[src/rtl/atsc_pkg.sv]
// ============================================================================
// atsc_pkg
// Shared types and constants for the adaptive threshold step counter.
// ============================================================================
`default_nettype none

package atsc_pkg;

   // Field widths of the input and result items.
   localparam int SAMPLE_W   = 16;
   localparam int TIME_W     = 16;
   localparam int COUNT_W    = 16;
   localparam int MAG_W      = 17;
   localparam int PEAK_W     = 25;
   localparam int FRAC_BITS  = 8;

   // Square root datapath sizes: the radicand is the sum of three squares.
   localparam int SUM_W      = 32;
   localparam int ROOT_W     = SUM_W / 2;
   localparam int REM_W      = ROOT_W + 3;
   localparam int ROOT_STEPS = ROOT_W;
   localparam int ITER_W     = $clog2(ROOT_STEPS);

   // Peak tracker gains, as right shifts.
   localparam int SHIFT_FAST = 1;
   localparam int SHIFT_SLOW = 4;

   // Reset value of the lockout register.
   localparam logic [TIME_W-1:0] LOCKOUT_RESET = TIME_W'(300);

   // Stream payload widths, padded to whole bytes.
   localparam int REQ_DATA_W = 3 * SAMPLE_W + TIME_W;
   localparam int RSP_BITS   = COUNT_W + MAG_W + PEAK_W;
   localparam int RSP_DATA_W = ((RSP_BITS + 7) / 8) * 8;

   // Axis selected for the shared squaring multiplier.
   typedef enum logic [1:0] {
      AXIS_X,
      AXIS_Y,
      AXIS_Z
   } atsc_axis_type;

   // Step detection phase.
   typedef enum logic [1:0] {
      PH_WAIT,
      PH_ABOVE,
      PH_LOCK
   } atsc_phase_type;

   // Sequencer states.
   typedef enum logic [2:0] {
      ST_IDLE,
      ST_SQ_X,
      ST_SQ_Y,
      ST_SQ_Z,
      ST_SQ_ACC,
      ST_ROOT,
      ST_UPDATE
   } atsc_state_type;

   // Commands from the controller to the datapath.
   typedef struct packed {
      logic          load;
      logic          mul_en;
      atsc_axis_type axis;
      logic          acc_en;
      logic          root_init;
      logic          root_step;
      logic          update;
   } atsc_cmd_type;

endpackage

`default_nettype wire

[src/rtl/atsc_ctrl.sv]
// ============================================================================
// atsc_ctrl
// Sequencer for one item: three squarings, a bit-serial square root, then
// the tracker update into the result register.
// ============================================================================
`default_nettype none

module atsc_ctrl
   import atsc_pkg::*;
(
   input  wire logic         clock,
   input  wire logic         reset,
   input  wire logic         req_tvalid,
   output      logic         req_tready,
   output      logic         rsp_tvalid,
   input  wire logic         rsp_tready,
   output      atsc_cmd_type cmd
);

   atsc_state_type           state_ff, state_in;
   logic [ITER_W-1:0]        iter_ff, iter_in;
   logic                     rsp_valid_ff, rsp_valid_in;

   // State, iteration counter and result valid registers.
   always_ff @(posedge clock) begin
      if (reset) begin
         state_ff     <= ST_IDLE;
         iter_ff      <= '0;
         rsp_valid_ff <= 1'b0;
      end else begin
         state_ff     <= state_in;
         iter_ff      <= iter_in;
         rsp_valid_ff <= rsp_valid_in;
      end
   end

   // Next state and command decode.
   always_comb begin
      state_in   = state_ff;
      iter_in    = iter_ff;
      cmd        = '0;
      cmd.axis   = AXIS_X;
      req_tready = 1'b0;
      case (state_ff)
         ST_IDLE: begin
            req_tready = 1'b1;
            if (req_tvalid) begin
               cmd.load = 1'b1;
               state_in = ST_SQ_X;
            end
         end
         ST_SQ_X: begin
            cmd.mul_en = 1'b1;
            cmd.axis   = AXIS_X;
            state_in   = ST_SQ_Y;
         end
         ST_SQ_Y: begin
            cmd.mul_en = 1'b1;
            cmd.axis   = AXIS_Y;
            cmd.acc_en = 1'b1;
            state_in   = ST_SQ_Z;
         end
         ST_SQ_Z: begin
            cmd.mul_en = 1'b1;
            cmd.axis   = AXIS_Z;
            cmd.acc_en = 1'b1;
            state_in   = ST_SQ_ACC;
         end
         ST_SQ_ACC: begin
            cmd.root_init = 1'b1;
            iter_in       = '0;
            state_in      = ST_ROOT;
         end
         ST_ROOT: begin
            cmd.root_step = 1'b1;
            iter_in       = iter_ff + 1'b1;
            if (iter_ff == ITER_W'(ROOT_STEPS - 1)) begin
               state_in = ST_UPDATE;
            end
         end
         ST_UPDATE: begin
            // Wait until the result register is free or being emptied.
            if (!rsp_valid_ff || rsp_tready) begin
               cmd.update = 1'b1;
               state_in   = ST_IDLE;
            end
         end
         default: begin
            state_in = ST_IDLE;
         end
      endcase
   end

   // The result stays offered until it is taken.
   assign rsp_valid_in = cmd.update | (rsp_valid_ff & ~rsp_tready);
   assign rsp_tvalid   = rsp_valid_ff;

endmodule

`default_nettype wire

[src/rtl/atsc_datapath.sv]
// ============================================================================
// atsc_datapath
// Squaring multiplier, sum, bit-serial square root, peak tracker, step
// phase machine and the result register.
// ============================================================================
`default_nettype none

module atsc_datapath
   import atsc_pkg::*;
(
   input  wire logic                  clock,
   input  wire logic                  reset,
   input  wire atsc_cmd_type          cmd,
   input  wire logic [REQ_DATA_W-1:0] req_tdata,
   input  wire logic                  csr_wr_en,
   input  wire logic [TIME_W-1:0]     csr_wr_data,
   output      logic [RSP_DATA_W-1:0] rsp_tdata,
   output      logic                  rsp_tuser
);

   // Captured item.
   logic signed [SAMPLE_W-1:0] ax_ff, ay_ff, az_ff;
   logic [TIME_W-1:0]          time_ff;

   // Squaring and sum.
   logic signed [SAMPLE_W-1:0]   mul_op;
   logic signed [2*SAMPLE_W-1:0] prod_in, prod_ff;
   logic [SUM_W-1:0]             sum_ff, sum_in;

   // Square root.
   logic [SUM_W-1:0]  rad_ff;
   logic [REM_W-1:0]  rem_ff, rem_sh, trial;
   logic [ROOT_W-1:0] root_ff;

   // Tracker and step state.
   logic [TIME_W-1:0]  lockout_ff;
   logic [COUNT_W-1:0] count_ff, count_in;
   atsc_phase_type     phase_ff, phase_in;
   logic [TIME_W-1:0]  lock_start_ff, lock_start_in, elapsed;
   logic [PEAK_W-1:0]  peak_ff, new_peak;
   logic [MAG_W-1:0]   prev_ff, mag;
   logic               seen_in;

   // Tracker arithmetic.
   logic [PEAK_W-1:0]        mag_fx, prev_fx;
   logic                     gain_fast;
   logic signed [PEAK_W+1:0] diff, delta, np;
   logic [PEAK_W:0]          two_mag;
   logic                     above;

   // Result register.
   logic [COUNT_W-1:0] out_count_ff;
   logic               out_seen_ff;
   logic [MAG_W-1:0]   out_mag_ff;
   logic [PEAK_W-1:0]  out_thr_ff;

   // Lockout configuration register.
   always_ff @(posedge clock) begin
      if (reset) begin
         lockout_ff <= LOCKOUT_RESET;
      end else if (csr_wr_en) begin
         lockout_ff <= csr_wr_data;
      end
   end

   // Item capture.
   always_ff @(posedge clock) begin
      if (cmd.load) begin
         ax_ff   <= req_tdata[SAMPLE_W-1:0];
         ay_ff   <= req_tdata[2*SAMPLE_W-1:SAMPLE_W];
         az_ff   <= req_tdata[3*SAMPLE_W-1:2*SAMPLE_W];
         time_ff <= req_tdata[3*SAMPLE_W+TIME_W-1:3*SAMPLE_W];
      end
   end

   // Shared multiplier squares one axis per cycle.
   always_comb begin
      case (cmd.axis)
         AXIS_X:  mul_op = ax_ff;
         AXIS_Y:  mul_op = ay_ff;
         AXIS_Z:  mul_op = az_ff;
         default: mul_op = ax_ff;
      endcase
   end

   assign prod_in = mul_op * mul_op;
   assign sum_in  = sum_ff + SUM_W'($unsigned(prod_ff));

   always_ff @(posedge clock) begin
      if (cmd.mul_en) begin
         prod_ff <= prod_in;
      end
      if (cmd.load) begin
         sum_ff <= '0;
      end else if (cmd.acc_en) begin
         sum_ff <= sum_in;
      end
   end

   // Square root, two radicand bits per step, one root bit per step.
   assign rem_sh = {rem_ff[REM_W-3:0], rad_ff[SUM_W-1:SUM_W-2]};
   assign trial  = REM_W'({root_ff, 2'b01});

   always_ff @(posedge clock) begin
      if (cmd.root_init) begin
         rad_ff  <= sum_in;
         rem_ff  <= '0;
         root_ff <= '0;
      end else if (cmd.root_step) begin
         rad_ff <= {rad_ff[SUM_W-3:0], 2'b00};
         if (rem_sh >= trial) begin
            rem_ff  <= rem_sh - trial;
            root_ff <= {root_ff[ROOT_W-2:0], 1'b1};
         end else begin
            rem_ff  <= rem_sh;
            root_ff <= {root_ff[ROOT_W-2:0], 1'b0};
         end
      end
   end

   // Peak tracker: move toward the previous magnitude by 1/2 or 1/16.
   assign mag       = MAG_W'(root_ff);
   assign mag_fx    = PEAK_W'({mag, {FRAC_BITS{1'b0}}});
   assign prev_fx   = PEAK_W'({prev_ff, {FRAC_BITS{1'b0}}});
   assign gain_fast = mag_fx > peak_ff;
   assign diff      = $signed({2'b00, prev_fx}) - $signed({2'b00, peak_ff});
   assign delta     = gain_fast ? (diff >>> SHIFT_FAST) : (diff >>> SHIFT_SLOW);
   assign np        = $signed({2'b00, peak_ff}) + delta;

   always_comb begin
      if (np[PEAK_W+1]) begin
         new_peak = '0;
      end else if (np[PEAK_W]) begin
         new_peak = '1;
      end else begin
         new_peak = np[PEAK_W-1:0];
      end
   end

   // Twice the magnitude against the new peak is the threshold compare.
   assign two_mag = (PEAK_W+1)'({mag, {(FRAC_BITS+1){1'b0}}});
   assign above   = two_mag > {1'b0, new_peak};
   assign elapsed = time_ff - lock_start_ff;

   // Step phase machine.
   always_comb begin
      phase_in      = phase_ff;
      count_in      = count_ff;
      lock_start_in = lock_start_ff;
      seen_in       = 1'b0;
      case (phase_ff)
         PH_WAIT: begin
            if (above) begin
               phase_in = PH_ABOVE;
            end
         end
         PH_ABOVE: begin
            if (!above) begin
               count_in      = count_ff + 1'b1;
               lock_start_in = time_ff;
               phase_in      = PH_LOCK;
               seen_in       = 1'b1;
            end
         end
         default: begin
            // Lockout ends once the elapsed time exceeds the setting.
            if (elapsed > lockout_ff) begin
               phase_in = PH_WAIT;
            end
         end
      endcase
   end

   // Tracker and step state registers.
   always_ff @(posedge clock) begin
      if (reset) begin
         phase_ff      <= PH_WAIT;
         count_ff      <= '0;
         lock_start_ff <= '0;
         peak_ff       <= '0;
         prev_ff       <= '0;
      end else if (cmd.update) begin
         phase_ff      <= phase_in;
         count_ff      <= count_in;
         lock_start_ff <= lock_start_in;
         peak_ff       <= new_peak;
         prev_ff       <= mag;
      end
   end

   // Result register.
   always_ff @(posedge clock) begin
      if (cmd.update) begin
         out_count_ff <= count_in;
         out_seen_ff  <= seen_in;
         out_mag_ff   <= mag;
         out_thr_ff   <= new_peak >> 1;
      end
   end

   assign rsp_tdata = RSP_DATA_W'({out_thr_ff, out_mag_ff, out_count_ff});
   assign rsp_tuser = out_seen_ff;

endmodule

`default_nettype wire

[src/rtl/adaptive_threshold_step_counter_unit.sv]
// ============================================================================
// adaptive_threshold_step_counter_unit
// Step counter on accelerometer samples: magnitude by integer square root,
// adaptive peak threshold and a lockout after each counted step.
// ============================================================================
//
//  Port group   Direction  Contents
//  req_*        in         one sample item per handshake
//  rsp_*        out        one result item per sample
//  csr_*        in         lockout time register write
//
// An item's result is offered after three squarings on the shared multiplier,
// a sum step, sixteen square root steps (one root bit each) and one update.
// The next item is accepted in the cycle after the update, so items are taken
// one at a time and a new one is not taken before the last is through, while
// the previous result may still wait in the result register.
// If that result is still held when the next update is due, the sequencer
// waits for it to be taken. Reset is synchronous and sets the lockout time
// to 300 ms and clears the count, phase and peak.
// ============================================================================
`default_nettype none

module adaptive_threshold_step_counter_unit
   import atsc_pkg::*;
(
   input  wire logic                  clock,
   input  wire logic                  reset,
   // accel_x [15:0], accel_y [31:16], accel_z [47:32], time_ms [63:48]
   input  wire logic [REQ_DATA_W-1:0] req_tdata,
   input  wire logic                  req_tvalid,
   output      logic                  req_tready,
   // step_total [15:0], magnitude [32:16], threshold [57:33], zeros above
   output      logic [RSP_DATA_W-1:0] rsp_tdata,
   // step_seen [0]
   output      logic                  rsp_tuser,
   output      logic                  rsp_tvalid,
   input  wire logic                  rsp_tready,
   input  wire logic                  csr_wr_en,
   input  wire logic [TIME_W-1:0]     csr_wr_data
);

   atsc_cmd_type cmd;

   // Sequencer.
   atsc_ctrl u_ctrl (
      .clock      (clock),
      .reset      (reset),
      .req_tvalid (req_tvalid),
      .req_tready (req_tready),
      .rsp_tvalid (rsp_tvalid),
      .rsp_tready (rsp_tready),
      .cmd        (cmd)
   );

   // Arithmetic and state.
   atsc_datapath u_datapath (
      .clock       (clock),
      .reset       (reset),
      .cmd         (cmd),
      .req_tdata   (req_tdata),
      .csr_wr_en   (csr_wr_en),
      .csr_wr_data (csr_wr_data),
      .rsp_tdata   (rsp_tdata),
      .rsp_tuser   (rsp_tuser)
   );

endmodule

`default_nettype wire

[config.mk]
export PLATFORM = sky130hd
export DESIGN_NAME = adaptive_threshold_step_counter_unit
export DESIGN_NICKNAME = d
export VERILOG_FILES = /design/src/rtl/atsc_pkg.sv /design/src/rtl/atsc_ctrl.sv /design/src/rtl/atsc_datapath.sv /design/src/rtl/adaptive_threshold_step_counter_unit.sv
export SDC_FILE = /design/constraint.sdc
export NUM_CORES = 1
export LEC_CHECK = 0
export BUFFER_PORTS_ARGS = -buffer_cell sky130_fd_sc_hd__buf_2
export CORE_MARGIN = 2
export CORE_UTILIZATION = 40
export CTS_BUF_LIST = sky130_fd_sc_hd__clkbuf_16
export DETAILED_ROUTE_END_ITERATION = 10
export PLACE_DENSITY = 0.65
export SYNTH_ARGS = -nofsm -noshare
export SYNTH_HDL_FRONTEND = slang
export SYNTH_SLANG_ARGS = --single-unit
[constraint.sdc]
create_clock -name clock -period 13 [get_ports clock]
set_input_delay 3.9 -clock clock [delete_from_list [all_inputs] [get_ports clock]]
set_output_delay 3.9 -clock clock [all_outputs]
set_load 0.02 [all_outputs]
# Word level (Yosys, flattened, before mapping)
# Index checks and enable logic that the tools add are counted.
dict set report op_classes {
  n_addsub 7
  mul 1
  n_lt_le_gt_ge 4
  n_eq_ne 15
  mux 29
  n_bitwise 4
  n_reduce_logical 11
}
# op count
set op_table {}
lappend op_table {{2-to-1 mux 32 bit} 2}
lappend op_table {{2-to-1 mux 25 bit} 2}
lappend op_table {{adder 32 bit} 1}
lappend op_table {{multiplier 16 x 16 -> 32 bit} 1}
lappend op_table {{2-to-1 mux 16 bit} 2}
lappend op_table {{one-hot mux 16 bit (2 select lines)} 1}
lappend op_table {{adder 26 x 25 -> 27 bit} 1}
lappend op_table {{subtractor 24 x 25 -> 26 bit} 1}
lappend op_table {{> comparator 24 x 25 -> 1 bit} 1}
lappend op_table {{> comparator 25 bit} 1}
lappend op_table {{2-to-1 mux 24 bit} 1}
lappend op_table {{one-hot mux 3 bit (7 select lines)} 1}
lappend op_table {{>= comparator 19 x 18 -> 1 bit} 1}
lappend op_table {{2-to-1 mux 17 bit} 1}
lappend op_table {{subtractor 17 bit} 1}
lappend op_table {{adder 16 x 1 -> 16 bit, second input constant} 1}
lappend op_table {{> comparator 16 bit} 1}
lappend op_table {{subtractor 16 bit} 1}
lappend op_table {{2-to-1 mux 1 bit} 10}
lappend op_table {{equality test 3 bit, second input constant} 3}
lappend op_table {{2-to-1 mux 3 bit} 3}
lappend op_table {{one-hot mux 3 bit (3 select lines)} 1}
lappend op_table {{one-hot mux 4 bit (2 select lines)} 1}
lappend op_table {{equality test 3 x 2 -> 1 bit, second input constant} 2}
lappend op_table {{21 further kinds} 30}
dict set report word_totals {
  ff_bits 349
  input_bits 85
  output_inout_bits 67
  word_cells 93
}

# Depth between registers and ports, before layout
# Gate-level depths: netlist of the first run.
dict set report logic_depth {
  ltp_word 8
  depth_mapped 40
  depth_no_buf 35
}

# Modules after synthesis
# Synthesis of the first run repeated with hierarchy kept, for this count alone.
dict set report hier_totals {
  cells_unflattened 2928
  area_unflattened_um2 28534.9
}
# mod n_inst cells_each area_per_inst_um2 seq_area_each_um2
set modules_own_cells {}
lappend modules_own_cells {atsc_datapath 1 2873 28091.9 8648.3}
lappend modules_own_cells {atsc_ctrl 1 55 442.9 160.2}

# Worst setup path before layout of the first run
# Ideal clock, no wire load.
dict set report synth_path {
  path_kind {reg-to-reg}
  startpoint {register u_ctrl.state_ff[0]}
  endpoint {register u_datapath.prod_ff[29] (data pin)}
  setup_time_ns 0.258
  arrival_ns 7.952
  t_required_ns 12.742
  path_slack_ns 4.791
  path_stages_with_launch 34
  n_path_buf 5
  period_less_slack_ns 8.209
  path_cell_list {dfxtp_1 -> clkbuf_1 -> buf_1 -> nor2_1 -> and2_1 -> ha_1 -> clkbuf_1 -> clkbuf_1 -> nand2_1 -> o21ai_0 -> clkinv_1 -> clkbuf_1 -> nor2_1 -> fa_1 -> fa_1 -> inv_1 -> fa_1 -> inv_1 -> fa_1 -> inv_1 -> fa_1 -> fa_1 -> inv_1 -> ha_1 -> a21oi_1 -> nor2b_1 -> o21ai_0 -> nand2b_1 -> nor2_1 -> a31oi_1 -> nand4_1 -> nand4b_1 -> a21oi_1 -> xnor2_1}
}
dict set report synth_between {
  elab_chain_len 5
  elab_cells_between_ends 8
  classes_between {1 x mul; 5 x eq/ne; 2 x mux}
}
# element line_no
set synth_lines {}
lappend synth_lines {{start: declaration} atsc_ctrl.sv:20} ;# atsc_state_type state_ff, state_in;
lappend synth_lines {{start signal: assignment} atsc_ctrl.sv:31} ;# state_ff <= state_in;
lappend synth_lines {{equality test 3 x 2 -> 1 bit or equality test 3 x 1 -> 1 bit (tied branches)} atsc_ctrl.sv:44} ;# case (state_ff)
lappend synth_lines {{one-hot mux 3 bit (3 select lines) *} atsc_ctrl.sv:44}
lappend synth_lines {{equality test 2 bit or equality test 2 x 1 -> 1 bit (tied branches)} atsc_datapath.sv:78} ;# case (cmd.axis)
lappend synth_lines {{one-hot mux 16 bit (2 select lines) *} atsc_datapath.sv:78}
lappend synth_lines {{multiplier 16 x 16 -> 32 bit *} atsc_datapath.sv:86} ;# assign prod_in = mul_op * mul_op;
lappend synth_lines {{net u_datapath.prod_in[29]} atsc_datapath.sv:27} ;# logic signed [2*SAMPLE_W-1:0] prod_in, prod_ff;
lappend synth_lines {{end signal: assignment} atsc_datapath.sv:91} ;# prod_ff <= prod_in;
lappend synth_lines {{end: declaration} atsc_datapath.sv:27}
# The timed path passes the listed nets; every way through them passes the cells marked *.
# A chain may end at the register's enable or synchronous reset.

# Worst setup path in the final report of the first run
dict set report layout_path {
  startpoint {register u_ctrl.state_ff[0]}
  endpoint {register u_datapath.prod_ff[30] (data pin)}
}
# Same word-level chain as after synthesis.

==> impl_metrics.yaml, run 1 <==
sta:
  skew_ps: 22.4
  period_needed_ps: 9870
  tns_ps: 0
  max_freq_mhz: 101
  final.period_utilization: 0.759
  final-setup-viol-count: 0
  worst_pin_slew_ps: 1080
  setup_ws_ps: 3130
  relSlewSlack: 0.271
  hold_violations: 0
  rsz0062_at_grt: "false"
  slew_violations: 0
critical_path:
  cp-start-kind: "flop"
  crit_type: "flop to flop"
  cp_max_fo: 31
  required_ps: 13330
  path_common_cell: "inv_1"
  crit_path_end_kind: "flop"
  cp.arrival_ps: 10200
  ff2ff_setup_slack_ps: 3130
  crit_slowest_cell: "o21ai_0"
  max_stage_delay_ps: 880
global_route:
  grt_start_max_net_pins: 75
  antenna_found_initial: 0
  grt_pass1_wl_mm: 108
  grt_pass1_vias: 21300
  grt_use_total: 0.186
  overflow: 0
floorplan:
  die_w_um: 269
  die-area_mm2: 0.0722
  rows: 97
  io_pins: 152
  die_height_um: 269
  initial_core_util: 0.402
  core_mm2: 0.0697
clocking:
  path_clk_slew_ps: 60
  insertion_delay_ps: 580
  cts-resized-gates: 0
  hold_buffers: 0
  numCtsBuffers: 42
  cts_htree_levels: 2
  cts_tree: "built"
  cts_setup_buffers: 0
  clock-sinks: 348
  clock_path_buffers: 3
  cts_root_buffer: "clkbuf_16"
finish:
  antenna_cells: 0
  nNetsFinal: 3660
  area_growth_pct: 10.6
  drive_above_1_share: 0.0886
status:
  status: "finished clean"
yosys:
  synth_seq_cells: 348
  synth.area.top_cells: "edfxtp_1, fa_1, dfxtp_1"
  yosys_warnings: 0
  yosysTopAreaCell: "edfxtp_1"
  synth_top_area_frac: 0.197
  synth.cell_area_mm2: 0.0280
  synth_ff_type: "edfxtp_1"
  synth-seq-area-share: 0.314
  synth.avg_cell_area_um2: 9.33
  synthArstFlopShare: 0
  synth.distinct_cells: 82
  synthCells: 3001
  synth_commonest_cells: "inv_1, nand2_1, nor2_1"
  synth.most_common_cell: "inv_1"
  synth_edf_count: 184
detailed_routing:
  wire_per_inst_um: 16.0
  drt_first_iter_violations: 1231
  ant_nets: 0
  drc_errors: 0
  drt_pass1_iterations: 5
  viasPerCell: 5.16
  finalWirelength_mm: 65.1
  via_count: 21000
worst_hold_path:
  hold_class: "flop to flop"
place:
  gp_congestion: 0.912
  dp_slack_ps: 3270
  io_buffer_count: 143
  post-dp-hpwl_mm: 49.8
run:
  cap_violations: 0
-- metrics by stage --
| step | hold WS, ps | instances | utilization | area, µm² |
|---|---|---|---|---|
| after CTS | 455 | 4066 | 0.445 | 31000 |
| after floorplan | 436 | 3008 | - | 28000 |
| after global placement | 446 | 3988 | 0.424 | 29600 |
| after global routing | 479 | 4066 | 0.445 | 31000 |
| final | 454 | 4066 | 0.445 | 31000 |
| after detailed placement | 447 | 3988 | 0.424 | 29600 |
-- final cells by class --
type | count | area [µm²]
Sequential cell | 348 | 8810
Timing Repair Buffer | 157 | 823
Inverter | 429 | 1610
Multi-Input combinational cell | 2114 | 17100
Fill cell | 6791 | 38700
Clock buffer | 43 | 1080
Clock inverter | 35 | 337
Tap cell | 940 | 1180
-- critical path: cells and delay by family (launching register included) --
| kind | cells | cell delay (ps) |
|---|---|---|
| AND/OR/NAND/NOR | 4 | 930 |
| flip-flops | 1 | 300 |
| XOR/XNOR | 1 | 160 |
| buffers and inverters | 9 | 1370 |
| AO/OA/AOI/OAI | 10 | 2830 |
| adder cells (fa/ha/maj) | 8 | 3980 |
-- registers in the layout, summed over array words and instances (netlist names), 17 cells and up --
signal and flops:
u_datapath.rem_ff 17, u_datapath.prod_ff 31, u_datapath.sum_ff 32, u_datapath.peak_ff 25, u_datapath.rad_ff 32, u_datapath.out_thr_ff 24
-- cell families after synthesis --
kind of cell,Yosys count,synth area share
AND/OR/NAND/NOR,791,0.126
AO/OA/AOI/OAI,653,0.146
buffers and inverters,546,0.0747
adder cells (fa/ha/maj),483,0.280
flip-flops,348,0.314
XOR/XNOR,140,0.0440
multiplexers,39,0.0146
other,1,0.000134
-- path summary, 6_finish.rpt --
path                          start                endpoint  cells after the start
max              u_ctrl.state_ff[0]  u_datapath.prod_ff[30]                     32
max reg2reg      u_ctrl.state_ff[0]  u_datapath.prod_ff[30]                     32
min reg2reg  u_datapath.phase_ff[1]  u_datapath.phase_ff[1]                      2
min          u_datapath.phase_ff[1]  u_datapath.phase_ff[1]                      2
-- cell usage in the layout (no fill, tap or decap), types with 14 or more instances in the layout --
master     netlist  final
nor2_1         247    247
nand2b_1        17     16
a21oi_1        216    216
o31ai_1         15     15
o21bai_1        19     19
mux2i_1         25     25
xor2_1          31     31
clkbuf_16        0     43
nand2_1        285    285
a21o_1          62     62
nand3_1         74     74
o21ai_0        161    159
inv_1          421    427
edfxtp_1       184    184
and3_1          15     15
buf_4            8     15
mux2_2          14     14
and2_1          14     14
nand4_1         29     29
ha_1           243    242
nor3_1          40     40
fa_1           240    240
nor2b_1         20     20
xnor2_1        108    108
dfxtp_1        164    164
o21a_1          43     43
buf_2            4    142
a22oi_1         18     18
-- layer usage --
layer	vias up	track usage	wire [µm]
met5	-	0	0
met3	125	0.0190	2400
met4	0	0.0751	2480
met1	10100	0.234	28200
li1	10300	-	-
met2	416	0.326	32000
Power of run 1 is not shown: default switching activity piles up to over one toggle a cycle in this logic, so the estimate is an artifact.
==> run 2, diff against run 1 <==
clock period = 10.2 ns   (was 13 ns; I/O delays follow)
==> impl_metrics.yaml, run 2 (same netlist as run 1, synthesis figures left out) <==
status:
  status: "finished clean"
critical_path:
  crit_buf_inv: 6
  ff2ff_setup_slack_ps: 780
  crit_path_end_kind: "flop"
  path_delay_family: "adder cells"
  cp_max_fo: 34
  crit_type: "flop to flop"
  reg2reg_to: "u_datapath.prod_ff[30]"
  worstReg2RegStart: "u_ctrl.state_ff[1]"
  max_stage_delay_ps: 890
  reg2reg_depth: 29
  crit_slowest_cell: "ha_1"
  required_ps: 10510
  path_common_cell: "fa_1"
  cp.arrival_ps: 9730
  cp-start-kind: "flop"
detailed_routing:
  drt_first_iter_violations: 1149
  viasPerCell: 5.13
  route.met3.wl_mm: 2.81
  ant_nets: 0
  finalWirelength_mm: 65.1
  wire_per_inst_um: 16.0
  dr_wl_met2_mm: 32.7
  via_count: 20900
  drt_pass1_iterations: 6
  drc_errors: 0
  dr.max_layer_used: "met4"
  m1WireLength_mm: 27.9
finish:
  final_cell_mix: "inv_1, nand2_1, nor2_1"
  area_growth_pct: 10.7
  nNetsFinal: 3670
  reg.largest.list: "u_datapath.rad_ff x32, u_datapath.sum_ff x32, u_datapath.prod_ff x31"
  drive_above_1_share: 0.0897
  fin_util: 0.445
  final_common_cell: "inv_1"
  stdcell_area_mm2: 0.0310
  antenna_cells: 0
floorplan:
  die_height_um: 269
  die_w_um: 269
  die-area_mm2: 0.0722
  rows: 97
  io_pins: 152
  initial_core_util: 0.402
  core_mm2: 0.0697
worst_hold_path:
  min_from: "u_datapath.prev_ff[10]"
  holdPathStages: 2
  hold_class: "flop to flop"
  min_delay_worst_endpoint: "u_datapath.prev_ff[10]"
sta:
  slew_violations: 0
  period_needed_ps: 9420
  final-setup-viol-count: 0
  worst_pin_slew_ps: 1160
  final.period_utilization: 0.924
  relSlewSlack: 0.226
  max_freq_mhz: 106
  rsz0062_at_grt: "false"
  skew_ps: 29.1
  hold_violations: 0
  tns_ps: 0
global_route:
  grt_pass1_vias: 21300
  overflow: 0
  grt_use_total: 0.187
  grt_pass1_wl_mm: 109
  antenna_found_initial: 0
  grt_start_max_net_pins: 73
clocking:
  cts_tree: "built"
  numCtsBuffers: 40
  path_clk_slew_ps: 60
  clock-sinks: 348
  cts_setup_buffers: 0
  hold_buffers: 0
  cts_root_buffer: "clkbuf_16"
  cts-resized-gates: 0
  cts_htree_levels: 2
  insertion_delay_ps: 580
  clock_path_buffers: 3
place:
  gp_congestion: 0.913
  io_buffer_count: 143
  placed_area_mm2: 0.0297
  post-dp-hpwl_mm: 50.7
run:
  cap_violations: 0
## run 2: changes by cell type in the layout (fill, tap and decap cells not counted)
cell / previous run / this run
clkinv_2: 10 / 7
clkinv_1: 12 / 17
clkinv_4: 1 / 0
buf_4: 15 / 27
clkbuf_16: 43 / 41
inv_1: 427 / 426
inv_6: 3 / 1
## run 2: how the worst max path moves through the flow
stage                        endpoint                from  depth (start not counted)  slack [ps]
3_5_place_dp   u_datapath.prod_ff[30]  u_ctrl.state_ff[1]                         29         900
4_1_cts        u_datapath.prod_ff[30]  u_ctrl.state_ff[1]                         29         900
3_3_place_gp   u_datapath.prod_ff[30]  u_ctrl.state_ff[1]                         29        1150
6_report       u_datapath.prod_ff[30]  u_ctrl.state_ff[1]                         29         780
5_1_grt        u_datapath.prod_ff[30]  u_ctrl.state_ff[1]                         29          30
2_1_floorplan  u_datapath.prod_ff[29]  u_ctrl.state_ff[0]                         33        1990
## run 2: layout make-up
cell class | count | area, µm²
Inverter | 429 | 1610
Sequential cell | 348 | 8810
Fill cell | 6795 | 38700
Clock buffer | 41 | 1030
Timing Repair Buffer | 169 | 913
Tap cell | 940 | 1180
Clock inverter | 33 | 310
Multi-Input combinational cell | 2114 | 17100
## run 2: worst min-delay path: stages (launching register included)
cell     delay, ps
dfxtp_1        310
nand2_1         50
a21oi_1         50
## run 2: stage by stage
stage,hold slack (ps),std cells,setup WS [ps]
detailed placement,452,4000,896
global route,483,4074,25.6
global placement,447,4000,1150
finish,461,4074,779
CTS,462,4074,904
floorplan,436,3008,1990
## run 2: layer usage
metal / up-vias / track usage
met1: 10100 / 0.238
li1: 10300 / -
met2: 401 / 0.334
met3: 92 / 0.0218
met5: - / 0
met4: 0 / 0.0548
Power of run 2 is left out for the same reason.
